## src/rtl/tssd_pkg.sv

```systemverilog
// Shared types, constants and the CRC-8 byte update for the scratchpad decoder.
// No dependencies; used by tssd_capture, tssd_convert and the top level.
package tssd_pkg;

    // Byte positions inside the nine-byte scratchpad
    localparam logic [3:0] BYTE_TEMP_LSB  = 4'd0;
    localparam logic [3:0] BYTE_TEMP_MSB  = 4'd1;
    localparam logic [3:0] BYTE_CONFIG    = 4'd4;
    localparam logic [3:0] BYTE_COUNT_REM = 4'd6;
    localparam logic [3:0] BYTE_COUNT_PER = 4'd7;
    localparam logic [3:0] BYTE_CRC       = 4'd8;
    localparam logic [3:0] COUNT_DONE     = 4'd9;

    // CRC-8, reflected form of x^8 + x^5 + x^4 + 1
    localparam logic [7:0] CRC_POLY = 8'h8C;

    // Short-format refinement constants
    localparam logic [7:0]  SHORT_REFINE_CPD = 8'h10;
    localparam logic [15:0] SHORT_MASK       = 16'hFFF0;
    localparam logic [15:0] SHORT_BIAS       = 16'd12;

    // Long-format resolution codes (config byte bits 6:5)
    localparam logic [1:0] RES_9BIT  = 2'd0;
    localparam logic [1:0] RES_10BIT = 2'd1;
    localparam logic [1:0] RES_11BIT = 2'd2;
    localparam logic [1:0] RES_12BIT = 2'd3;

    // Captured scratchpad fields, handed from capture to conversion
    typedef struct packed {
        logic [7:0] crc_accum;
        logic [7:0] temp_low;
        logic [7:0] temp_high;
        logic [1:0] resolution_bits;
        logic [7:0] count_remain;
        logic [7:0] count_per_degree;
        logic       short_mode;
    } scratch_t;

    // One byte through the CRC, LSB first
    function automatic logic [7:0] crc8_feed(input logic [7:0] crc_in, input logic [7:0] b);
        logic [7:0] crc;
        logic       mix;
        crc = crc_in;
        for (int i = 0; i < 8; i++)
        begin
            mix = crc[0] ^ b[i];
            crc = {1'b0, crc[7:1]};
            if (mix)
            begin
                crc = crc ^ CRC_POLY;
            end
        end
        return crc;
    endfunction

endpackage

```

## src/rtl/tssd_capture.sv

```systemverilog
// Scratchpad byte counter, running CRC-8 and field capture registers.
// Depends on tssd_pkg.
module tssd_capture
(
    input  logic                clk,
    input  logic                rst_n,
    input  logic                valid,        // item advances this cycle
    input  logic [7:0]          data_byte,
    input  logic                first_byte,
    input  logic                short_format,
    output logic                produce,      // current item is the CRC byte
    output tssd_pkg::scratch_t  scratch
);

    logic [3:0]         byte_count_reg;
    logic [3:0]         byte_count_next;
    tssd_pkg::scratch_t scratch_reg;
    tssd_pkg::scratch_t scratch_next;
    logic [3:0]         eff_count;
    logic [7:0]         eff_crc;

    // A first mark restarts count and CRC before the byte is taken
    assign eff_count = first_byte ? 4'd0 : byte_count_reg;
    assign eff_crc   = first_byte ? 8'd0 : scratch_reg.crc_accum;
    assign produce   = (eff_count == tssd_pkg::BYTE_CRC);
    assign scratch   = scratch_reg;

    // Next state of count, CRC and fields
    always_comb
    begin
        byte_count_next = byte_count_reg;
        scratch_next    = scratch_reg;
        if (valid && (eff_count < tssd_pkg::COUNT_DONE))
        begin
            if (eff_count < tssd_pkg::BYTE_CRC)
            begin
                scratch_next.crc_accum = tssd_pkg::crc8_feed(eff_crc, data_byte);
                unique case (eff_count)
                    tssd_pkg::BYTE_TEMP_LSB:
                    begin
                        scratch_next.temp_low   = data_byte;
                        scratch_next.short_mode = short_format;
                    end
                    tssd_pkg::BYTE_TEMP_MSB:  scratch_next.temp_high = data_byte;
                    tssd_pkg::BYTE_CONFIG:    scratch_next.resolution_bits = data_byte[6:5];
                    tssd_pkg::BYTE_COUNT_REM: scratch_next.count_remain = data_byte;
                    tssd_pkg::BYTE_COUNT_PER: scratch_next.count_per_degree = data_byte;
                    default:
                    begin
                    end
                endcase
                byte_count_next = eff_count + 4'd1;
            end
            else
            begin
                scratch_next.crc_accum = eff_crc;
                byte_count_next        = tssd_pkg::COUNT_DONE;
            end
        end
    end

    // State registers
    always_ff @(posedge clk or negedge rst_n)
    begin
        if (!rst_n)
        begin
            byte_count_reg <= '0;
            scratch_reg    <= '0;
        end
        else
        begin
            byte_count_reg <= byte_count_next;
            scratch_reg    <= scratch_next;
        end
    end

endmodule

```

## src/rtl/tssd_convert.sv

```systemverilog
// CRC check and conversion of captured fields to sixteenths of a degree.
// Depends on tssd_pkg.
module tssd_convert
(
    input  tssd_pkg::scratch_t  scratch,
    input  logic [7:0]          crc_byte,
    output logic [15:0]         temperature,
    output logic                crc_ok
);

    logic [15:0] raw;
    logic [15:0] shifted;
    logic [15:0] decoded;

    assign raw     = {scratch.temp_high, scratch.temp_low};
    assign shifted = {raw[12:0], 3'b000};
    assign crc_ok  = (scratch.crc_accum == crc_byte);

    // Short format: scale to 1/16 and, when count-per-degree is 16, refine with count-remain
    // Long format: clear the bits the resolution leaves undefined
    always_comb
    begin
        decoded = raw;
        if (scratch.short_mode)
        begin
            if (scratch.count_per_degree == tssd_pkg::SHORT_REFINE_CPD)
            begin
                decoded = (shifted & tssd_pkg::SHORT_MASK) + tssd_pkg::SHORT_BIAS
                          - {8'd0, scratch.count_remain};
            end
            else
            begin
                decoded = shifted;
            end
        end
        else
        begin
            unique case (scratch.resolution_bits)
                tssd_pkg::RES_9BIT:  decoded = {raw[15:3], 3'b000};
                tssd_pkg::RES_10BIT: decoded = {raw[15:2], 2'b00};
                tssd_pkg::RES_11BIT: decoded = {raw[15:1], 1'b0};
                tssd_pkg::RES_12BIT: decoded = raw;
                default:             decoded = raw;
            endcase
        end
    end

    // Temperature reads zero on a CRC mismatch
    assign temperature = crc_ok ? decoded : 16'd0;

endmodule

```

## src/rtl/temp_sensor_scratchpad_decode.sv

```systemverilog
// Top level of the one-wire scratchpad temperature decoder.
// Depends on tssd_pkg, tssd_capture and tssd_convert.
//
// Feed the nine scratchpad bytes of one sensor, one byte per transfer, with
// tuser[0] set on byte 0 and tuser[1] giving the short-format family flag on
// that byte. The block keeps a CRC-8 over bytes 0 to 7 and, on byte 8, gives
// one result transfer: the temperature in signed sixteenths of a degree on
// tdata and the CRC verdict on tuser[0] (temperature reads 0 when the CRC is
// bad). Bytes past the ninth are dropped until the next first mark. An input
// register feeds a single pass of CRC update and field capture, and a result
// is registered in the output register as its byte leaves the input register,
// and is then offered on the master side. A new byte is accepted every cycle;
// the input side only stalls when a result is ready to move while the previous
// one is still waiting at the output.
module temp_sensor_scratchpad_decode
(
    input  logic        clk,
    input  logic        rst_n,
    input  logic        s_axis_tvalid,
    output logic        s_axis_tready,
    input  logic [7:0]  s_axis_tdata,   // [7:0] data_byte
    input  logic [1:0]  s_axis_tuser,   // [0] first_byte, [1] short_format
    output logic        m_axis_tvalid,
    input  logic        m_axis_tready,
    output logic [15:0] m_axis_tdata,   // [15:0] temperature (signed)
    output logic [0:0]  m_axis_tuser    // [0] crc_ok
);

    logic               in_valid_reg;
    logic [7:0]         in_byte_reg;
    logic               in_first_reg;
    logic               in_short_reg;
    logic               out_valid_reg;
    logic [15:0]        out_temp_reg;
    logic               out_crc_ok_reg;
    logic               produce;
    logic               advance;
    tssd_pkg::scratch_t scratch;
    logic [15:0]        temperature;
    logic               crc_ok;

    // Item moves on unless it has a result and the output slot stays full
    assign advance       = in_valid_reg && (!produce || !out_valid_reg || m_axis_tready);
    assign s_axis_tready = !in_valid_reg || advance;

    // Input register
    always_ff @(posedge clk or negedge rst_n)
    begin
        if (!rst_n)
        begin
            in_valid_reg <= 1'b0;
        end
        else if (s_axis_tready)
        begin
            in_valid_reg <= s_axis_tvalid;
        end
    end

    always_ff @(posedge clk)
    begin
        if (s_axis_tready && s_axis_tvalid)
        begin
            in_byte_reg  <= s_axis_tdata;
            in_first_reg <= s_axis_tuser[0];
            in_short_reg <= s_axis_tuser[1];
        end
    end

    tssd_capture u_capture
    (
        .clk          (clk),
        .rst_n        (rst_n),
        .valid        (advance),
        .data_byte    (in_byte_reg),
        .first_byte   (in_first_reg),
        .short_format (in_short_reg),
        .produce      (produce),
        .scratch      (scratch)
    );

    tssd_convert u_convert
    (
        .scratch     (scratch),
        .crc_byte    (in_byte_reg),
        .temperature (temperature),
        .crc_ok      (crc_ok)
    );

    // Output register
    always_ff @(posedge clk or negedge rst_n)
    begin
        if (!rst_n)
        begin
            out_valid_reg <= 1'b0;
        end
        else if (advance && produce)
        begin
            out_valid_reg <= 1'b1;
        end
        else if (m_axis_tready)
        begin
            out_valid_reg <= 1'b0;
        end
    end

    always_ff @(posedge clk)
    begin
        if (advance && produce)
        begin
            out_temp_reg   <= temperature;
            out_crc_ok_reg <= crc_ok;
        end
    end

    assign m_axis_tvalid   = out_valid_reg;
    assign m_axis_tdata    = out_temp_reg;
    assign m_axis_tuser[0] = out_crc_ok_reg;

endmodule

```

## config.mk

```make
export PLATFORM = sky130hd
export DESIGN_NAME = temp_sensor_scratchpad_decode
export DESIGN_NICKNAME = d
export VERILOG_FILES = /design/src/rtl/tssd_pkg.sv /design/src/rtl/tssd_capture.sv /design/src/rtl/tssd_convert.sv /design/src/rtl/temp_sensor_scratchpad_decode.sv
export SDC_FILE = /design/constraint.sdc
export NUM_CORES = 1
export LEC_CHECK = 0
export BUFFER_PORTS_ARGS = -buffer_cell sky130_fd_sc_hd__buf_2
export CAP_MARGIN = 15
export CORE_UTILIZATION = 23
export CTS_CLUSTER_SIZE = 25
export DETAILED_ROUTE_END_ITERATION = 16
export GPL_TIMING_DRIVEN = 0
export MAX_ROUTING_LAYER = met4
export REMOVE_ABC_BUFFERS = 1
export SYNTH_ARGS = -nofsm -noshare
export SYNTH_HDL_FRONTEND = slang
export SYNTH_SLANG_ARGS = --single-unit
```

## constraint.sdc

```tcl
create_clock -name clk -period 3.9 [get_ports clk]
set_clock_uncertainty 0.2 [all_clocks]
set_input_delay 0.585 -clock clk [delete_from_list [all_inputs] [get_ports clk]]
set_output_delay 0.585 -clock clk [all_outputs]
set_load 0.02 [all_outputs]
```

== Word-level counts from Yosys, hierarchy flattened ==
Cells that the tools add are included.

* Add/sub/neg operators: 3
* Order comparisons: 2
* Equality and inequality tests: 10
* Multiplexer cells: 31
* Bitwise logic cells: 16
* Reduce and logical (&&, ||, !) cells: 18

{| class="wikitable"
|+ Operator list
! operator !! count
|-
| 8-bit 2-to-1 mux || 24
|-
| 16-bit case mux with 4 select lines || 1
|-
| 16-bit 2-to-1 mux || 2
|-
| 2-bit NOT with 3-bit output || 8
|-
| 16-bit by 4-bit adder with 16-bit output (second input constant) || 1
|-
| 16-bit by 8-bit subtractor with 16-bit output || 1
|-
| 3-bit AND reduction || 5
|-
| 4-bit by 3-bit == test with 1-bit output (second input constant) || 3
|-
| 8-bit by 5-bit == test with 1-bit output (second input constant) || 1
|-
| 8-bit == test || 1
|-
| 4-bit less-than comparator (second input constant) || 2
|-
| 4-bit 2-to-1 mux || 2
|-
| 1-bit bitwise XOR || 8
|-
| 4-bit by 1-bit adder with 4-bit output (second input constant) || 1
|-
| 2-bit == test (second input constant) || 2
|-
| 4-bit by 1-bit == test with 1-bit output (second input constant) || 1
|-
| 4-bit == test (second input constant) || 1
|-
| 1-bit logical AND || 4
|-
| 4-bit logical NOT || 1
|-
| 1-bit logical NOT || 3
|-
| 1-bit logical OR || 3
|-
| 2-bit by 1-bit == test with 1-bit output (second input constant) || 1
|-
| 2-bit logical NOT || 1
|-
| 1-bit 2-to-1 mux || 2
|-
| 2-bit nonzero test || 1
|}

* Register bits: 76

== Logic depth before layout (Yosys ltp) ==
Gate-level depths: netlist (run 1).

* Depth after elaboration: 35
* Gate-level depth with buffers: 9

== Cells and area by module ==
A second synthesis (run 1) with hierarchy kept.

* Cell total of the unflattened synthesis: 340
* Area total of the unflattened synthesis: 3992.6 um2

{| class="wikitable"
|+ Modules (own cells, without submodules)
! module !! times used !! cells each !! area an instance (um2)
|-
| tssd_capture || 1 || 175 || 2213.4
|-
| temp_sensor_scratchpad_decode || 1 || 37 || 917.1
|-
| tssd_convert || 1 || 128 || 862.1
|}

== Least setup slack after synthesis (run 1) ==
Ideal clock, no wire load.

* Kind: register to register
* Start point: register in_first_reg
* End point: register out_temp_reg[0], in the netlist m_axis_tdata[0], enable pin
* Library setup time: 0.390 ns
* Arrival time: 2.296 ns
* Data required time: 3.310 ns
* Slack: 1.013 ns
* Cell stages (with the launch flop): 8
* Path buffers: 2
* Path through: edfxtp_1 clkbuf_1 clkbuf_1 nand2b_1 ha_1 nor2b_1 nand3_1 nor2_1

* Word-level cells in the longest chain between the ends: 7

{| class="wikitable"
|+ Ends and longest elaborated chain
! what !! line !! source
|-
| start, declared || temp_sensor_scratchpad_decode.sv:31 || <nowiki>logic in_first_reg;</nowiki>
|-
| start signal, assigned || temp_sensor_scratchpad_decode.sv:64 || <nowiki>in_first_reg <= s_axis_tuser[0];</nowiki>
|-
| 4-bit 2-to-1 mux * || tssd_capture.sv:23 || <nowiki>assign eff_count = first_byte ? 4'd0 : byte_count_reg;</nowiki>
|-
| 4-bit == test * || tssd_capture.sv:25 || <nowiki>assign produce = (eff_count == tssd_pkg::BYTE_CRC);</nowiki>
|-
| 1-bit logical NOT || temp_sensor_scratchpad_decode.sv:43 || <nowiki>assign advance = in_valid_reg && (!produce || !out_valid_reg || m_axis_tready);</nowiki>
|-
| 1-bit logical OR (2 in series) || temp_sensor_scratchpad_decode.sv:43 ||
|-
| 1-bit logical AND || temp_sensor_scratchpad_decode.sv:43 ||
|-
| 1-bit logical AND * || temp_sensor_scratchpad_decode.sv:108 || <nowiki>if (advance && produce)</nowiki>
|-
| end signal, assigned || temp_sensor_scratchpad_decode.sv:110 || <nowiki>out_temp_reg <= temperature;</nowiki>
|-
| end, declared || temp_sensor_scratchpad_decode.sv:34 || <nowiki>logic [15:0] out_temp_reg;</nowiki>
|}

Mark *: on every way between the ends. The rest lies on a longest branch, timed or not.
A chain may end at the register's enable or synchronous reset.

== Worst setup path in the final report (run 1) ==
* Start point: register in_first_reg
* End point: output port s_axis_tready

* Word-level cells in the longest chain between the ends: 7

{| class="wikitable"
|+ Ends and longest elaborated chain
! what !! line !! source
|-
| 4-bit 2-to-1 mux || tssd_capture.sv:23 ||
|-
| 4-bit == test || tssd_capture.sv:25 ||
|-
| 1-bit logical NOT || temp_sensor_scratchpad_decode.sv:43 ||
|-
| 1-bit logical OR (2 in series) || temp_sensor_scratchpad_decode.sv:43 ||
|-
| 1-bit logical AND || temp_sensor_scratchpad_decode.sv:43 ||
|-
| 1-bit logical OR || temp_sensor_scratchpad_decode.sv:44 || <nowiki>assign s_axis_tready = !in_valid_reg || advance;</nowiki>
|-
| end, declared || temp_sensor_scratchpad_decode.sv:20 || <nowiki>output logic s_axis_tready,</nowiki>
|}

No other way between the ends.

==> impl_metrics.ini, run 1 <==
[outcome]
outcome = finished, final reports clean

[power_and_ir_drop]
p_comb_frac = 0.323
p_clk_frac = 0.278
switching_share = 0.340
p_sw_w = 0.00107
power.density_nw_per_um2 = 660
irDropWorstVdd_v = 0.000296
seqPwrFrac = 0.399
leakagePower_nw = 2.01
p_int_w = 0.00208

[grt]
grt_pass1_vias = 2597
grt_remaining_overflow = 0
grt_use_total = 0.102
antenna_found_initial = 0
grt_start_max_net_pins = 50
grt_first_pass_wirelength_mm = 13.7

[detailed_routing]
via_per_inst = 4.29
drt_iter0_markers = 142
drc_errors = 0
wl_per_cell_um = 13.4
wl_mm = 8.20
drt-pass1-iter-count = 4
antenna_left = 0
num_vias = 2614

[setup_path]
critPathLaunch = in_first_reg
r2r_start = in_first_reg
critPathMaxFanout = 23
cp.arrival_ns = 2.25
crit_path_start_kind = flop
worst_ep_required_time_ns = 3.12
endpoint_kind = output pin
critPathKind = flop to output pin

[clocking]
cts_tree = built
root_buffer = clkbuf_16
ctsResizeCount = 0
cts-buffers-inserted = 9
htreeDepth = 3
hold_buffers = 0
cts_setup_buffers = 0
clk_path_buf_depth = 2
clk_pin_slew_ns = 0.06
worstSkewPairLatency_ns = 0.34
clock_sinks = 76

[place]
dpl_cell_area_um2 = 4420
post-dp-hpwl_mm = 5.66
gp_congestion = 0.798
port_buffers = 32

[hold_path]
hp-class = input pin to async pin

[cells_and_area]
final_net_count = 403
seqCellArea_um2 = 2040
multi_input_area_um2 = 1890
layout_commonest_cell = dfrtp_1
fillers = 1782
layout_common_cells = 49 x dfrtp_1, 36 x mux2_2, 32 x nor2_1, 32 x buf_2, 27 x edfxtp_1
largest_register_ffs = 43
drive_gt1_frac = 0.252
syn_to_final_growth_pct = 17.9
fin_util = 0.277
n_antenna_cell = 0
fin_area_um2 = 4770

[run]
drv_cap = 0

[sta]
rsz0062_at_grt = no
finalMaxSlewViolations = 0
fin_crit_sh = 0.778
tightest_slew_ns = 0.944
fin_tns_setup_ns = 0
max_clock_freq_ghz = 0.330
setup_viol_count_final = 0
fin_crit_ns = 3.03
maxSlewHeadroom = 0.371
hold_viol_final = 0

[synthesis]
postSynth.asyncResetShare = 0.645
syn_inst = 354
synth_top_area_frac = 0.303
ys_seq_elements = 76
synth_cell_types = 51
synth_edf_count = 27
synth.avg_cell_area_um2 = 11.4
synth_area_leaders = dfrtp_1 30%, edfxtp_1 20%, mux2_2 10%
synth_warnings = 0
synth_area_leader_cell = dfrtp_1
synthFlopType = dfrtp_1
netlist_area_um2 = 4050
synth-seq-area-share = 0.503

[die]
die_y_um = 135
fp.dieArea_um2 = 18100
io_pins = 33
std_cell_rows = 48
die_w_um = 135
start_util = 0.235
design.core.area_um2 = 17200
==> metal layers <==
metal  GRT usage  up-vias  routed length [um]  part of all wire
li1            -     1297                   -                 -
met1       0.133     1241                4090              0.50
met2       0.151       69                3600              0.44
met3      0.0345        7                 451             0.055
met4      0.0250        0                  59            0.0072
met5           -        -                   0                 0
==> path summary, 6_finish.rpt <==
| kind | endpoint | slack [ns] | cells after the start |
|---|---|---|---|
| hold reg to reg | u_capture.scratch[15] | 0.31 | 1 |
| setup / recovery | s_axis_tready | 0.87 | 5 |
| hold / removal | u_capture.scratch[35] | 0.07 | 1 |
| setup reg to reg | m_axis_tuser | 0.89 | 5 |
| min in group clk | in_first_reg | 0.22 | 1 |
| max in group asynchronous | u_capture.scratch[20] | 2.89 | 2 |
==> power by group through the flow <==
stage	logic (W)	registers (W)	clock network [W]
final	0.00102	0.00126	0.000874
after global routing	0.00114	0.00129	0.000936
after CTS	0.00102	0.00125	0.000900
after detailed placement	0.00101	0.00127	0
after global placement	0.000982	0.00126	0
after floorplan	0.000870	0.00119	0
==> cells by family after synthesis <==
kind of cell	count (synthesis)	share of synthesized area
simple gates	95	0.119
compound gates	58	0.100
buf+inv	31	0.0315
mux	39	0.108
fa+ha+maj	9	0.0278
xor+xnor	46	0.110
flops	76	0.503
==> final cells by class <==
class                      instances  share of cell area
clock inverter                     3             0.00472
clock buffer                      13              0.0637
timing repair buffer              34              0.0409
tap                              225              0.0590
inverter                          12             0.00944
multi-input combinational        247               0.395
sequential                        76               0.427
==> stage by stage <==
stage          hold WS [ns]  setup slack (ns)  total power [W]  cells
6_report             0.0653             0.866          0.00315    610
5_1_grt               0.110             0.653          0.00337    610
4_1_cts               0.208             0.875          0.00317    609
3_5_place_dp          0.294             0.905          0.00228    593
3_3_place_gp          0.291             0.525          0.00224    592
2_1_floorplan        0.0894              1.27          0.00206    335
==> worst max-delay path, stage by stage (launching register included) <==
cell and delay (ns):
edfxtp_1 0.79, nand2b_1 0.25, ha_1 0.22, nor2b_1 0.27, nand4_1 0.17, buf_2 0.21
==> Yosys cell counts (all sizes together), types with 4 or more instances <==
| cell | instances |
|---|---|
| dfrtp | 49 |
| buf | 7 |
| edfxtp | 27 |
| o211ai | 5 |
| a21oi | 12 |
| nand2 | 23 |
| a211oi | 11 |
| nor2 | 33 |
| xor2 | 21 |
| o21ai | 16 |
| xnor2 | 23 |
| clkbuf | 12 |
| mux2 | 36 |
| inv | 12 |
| nand3 | 6 |
| nand2b | 11 |
| ha | 9 |
| nor2b | 4 |
Power figures use the tool's default switching activity.
==> run 2: changes to the inputs <==
- clock period: 3.9 -> 2.4 ns (I/O delays scaled with it)
==> impl_metrics.ini, run 2 (synthesis gave the netlist of run 1 again) <==
[grt]
grt_first_pass_wirelength_mm = 14.3
grt_remaining_overflow = 0
grt_use_met2 = 0.164
grt_busiest_layer = met2
grt_pass1_vias = 2744
use_met1 = 0.134
antenna_found_initial = 0
grt_start_max_net_pins = 50
use_met3 = 0.0338
grt_use_total = 0.107

[outcome]
violations = negative setup slack
outcome = finished with violations

[cells_and_area]
drive_gt1_frac = 0.337
fin_util = 0.300
fillers = 1741
n_antenna_cell = 0
syn_to_final_growth_pct = 27.9
layout_common_cells = 49 x dfrtp_1, 36 x mux2_2, 32 x nor2_1
fin_area_um2 = 5180
final_net_count = 431
layout_commonest_cell = dfrtp_1
largest_register_ffs = 43

[clocking]
clk_pin_slew_ns = 0.06
cts_tree = built
cts-buffers-inserted = 9
clock_sinks = 76
worstSkewPairLatency_ns = 0.34
clk_path_buf_depth = 2
htreeDepth = 3
root_buffer = clkbuf_16

[die]
die_w_um = 135
std_cell_rows = 48
design.core.area_um2 = 17200
die_y_um = 135
io_pins = 33
fp.dieArea_um2 = 18100
start_util = 0.235

[sta]
tightest_slew_ns = 1.00
fin_crit_sh = 1.01
setup_viol_count_final = 1
maxSlewHeadroom = 0.333
max_clock_freq_ghz = 0.412
fin_crit_ns = 2.43
setup_ws_ns = -0.0252
hold_viol_final = 0
rsz0062_at_grt = yes
finalMaxSlewViolations = 0

[power_and_ir_drop]
irDropWorstVdd_v = 0.000494
power.density_nw_per_um2 = 1040
leakagePower_nw = 2.21

[setup_path]
reg2reg_to = m_axis_tdata[15]
worstRegToRegCells = 7
r2r_setup_slack_ns = -0.03
cp.arrival_ns = 2.27
endpoint_kind = flop
critPathMaxFanout = 4
endpoint = m_axis_tdata[15]
critPathKind = flop to flop
critPathLaunch = u_capture.scratch[3]
crit_path_start_kind = flop
worst_ep_required_time_ns = 2.25
r2r_start = u_capture.scratch[3]

[detailed_routing]
drt_iter0_markers = 142
antenna_left = 0
num_vias = 2739
wl_mm = 8.83
via_per_inst = 4.29
drc_errors = 0
wl_per_cell_um = 13.8
drt-pass1-iter-count = 4

[place]
post-dp-hpwl_mm = 5.66
dpl_cell_area_um2 = 4420
port_buffers = 32
gp_congestion = 0.798

[run]
drv_cap = 0

[hold_path]
hp-class = input pin to flop
-- run 2: area by class of cell --
cell class	instances	area, um^2	share of cell area
Sequential cell	76	2040	0.393
Multi-Input combinational cell	247	2040	0.395
Clock buffer	13	304	0.0587
Clock inverter	3	22.5	0.00435
Tap cell	225	282	0.0544
Inverter	12	45.0	0.00870
Timing Repair Buffer	62	443	0.0855
-- run 2: critical path, stage by stage, from the launching register on --
cell and delay (ns):
dfrtp_1 0.41, nor4_4 0.28, nand2_2 0.12, or3_4 0.37, a221oi_4 0.25, and4bb_1 0.28
xnor2_2 0.14, a211oi_2 0.09
-- run 2: worst min-delay path by stage --
stage | to | start | cells after the start | slack, ns
6_report | in_short_reg | s_axis_tuser[1] | 1 | 0.01
5_1_grt | in_byte_reg[7] | s_axis_tdata[7] | 1 | 0.0006
4_1_cts | in_byte_reg[6] | s_axis_tdata[6] | 1 | 0.001
3_5_place_dp | u_capture.scratch[15] | u_capture.scratch[15] | 1 | 0.29
3_3_place_gp | u_capture.scratch[5] | u_capture.scratch[5] | 1 | 0.29
2_1_floorplan | in_valid_reg | rst_n | 0 | -0.14
-- run 2: timing repair --
action | CTS | global route
pin swaps | 2 | 12
resized for setup | 5 | 27
hold buffers | 6 | 3
buffers inserted | 14 | 6
endpoints found under the setup margin | 72 | 71
hold endpoints to repair | 6 | 26
-- run 2: stage by stage --
| stage | worst slack (ns) | TNS, ns | std cells | power, W | hold WS [ns] |
|---|---|---|---|---|---|
| 3_3_place_gp | -0.975 | -35.87 | 592 | 0.00364 | 0.291 |
| 5_1_grt | -0.137 | -0.464 | 638 | 0.00575 | 0.000630 |
| 6_report | -0.0252 | -0.0252 | 638 | 0.00540 | 0.0140 |
| 3_5_place_dp | -0.595 | -21.68 | 593 | 0.00370 | 0.294 |
| 4_1_cts | -0.0160 | -0.0160 | 629 | 0.00521 | 0.00140 |
| 2_1_floorplan | -0.233 | -4.16 | 335 | 0.00334 | -0.136 |
-- run 2: report_power, final --
part | internal (W) | switching, W | leakage (nW)
Combinational | 0.00101 | 0.000910 | 1.14
Clock | 0.000893 | 0.000534 | 0.162
Sequential | 0.00162 | 0.000431 | 0.909
-- run 2: routing by layer --
| layer | routed length [um] | up-vias |
|---|---|---|
| met2 | 4000 | 68 |
| li1 | - | 1352 |
| met1 | 4300 | 1307 |
| met3 | 420 | 12 |
| met5 | 0 | - |
| met4 | 104 | 0 |
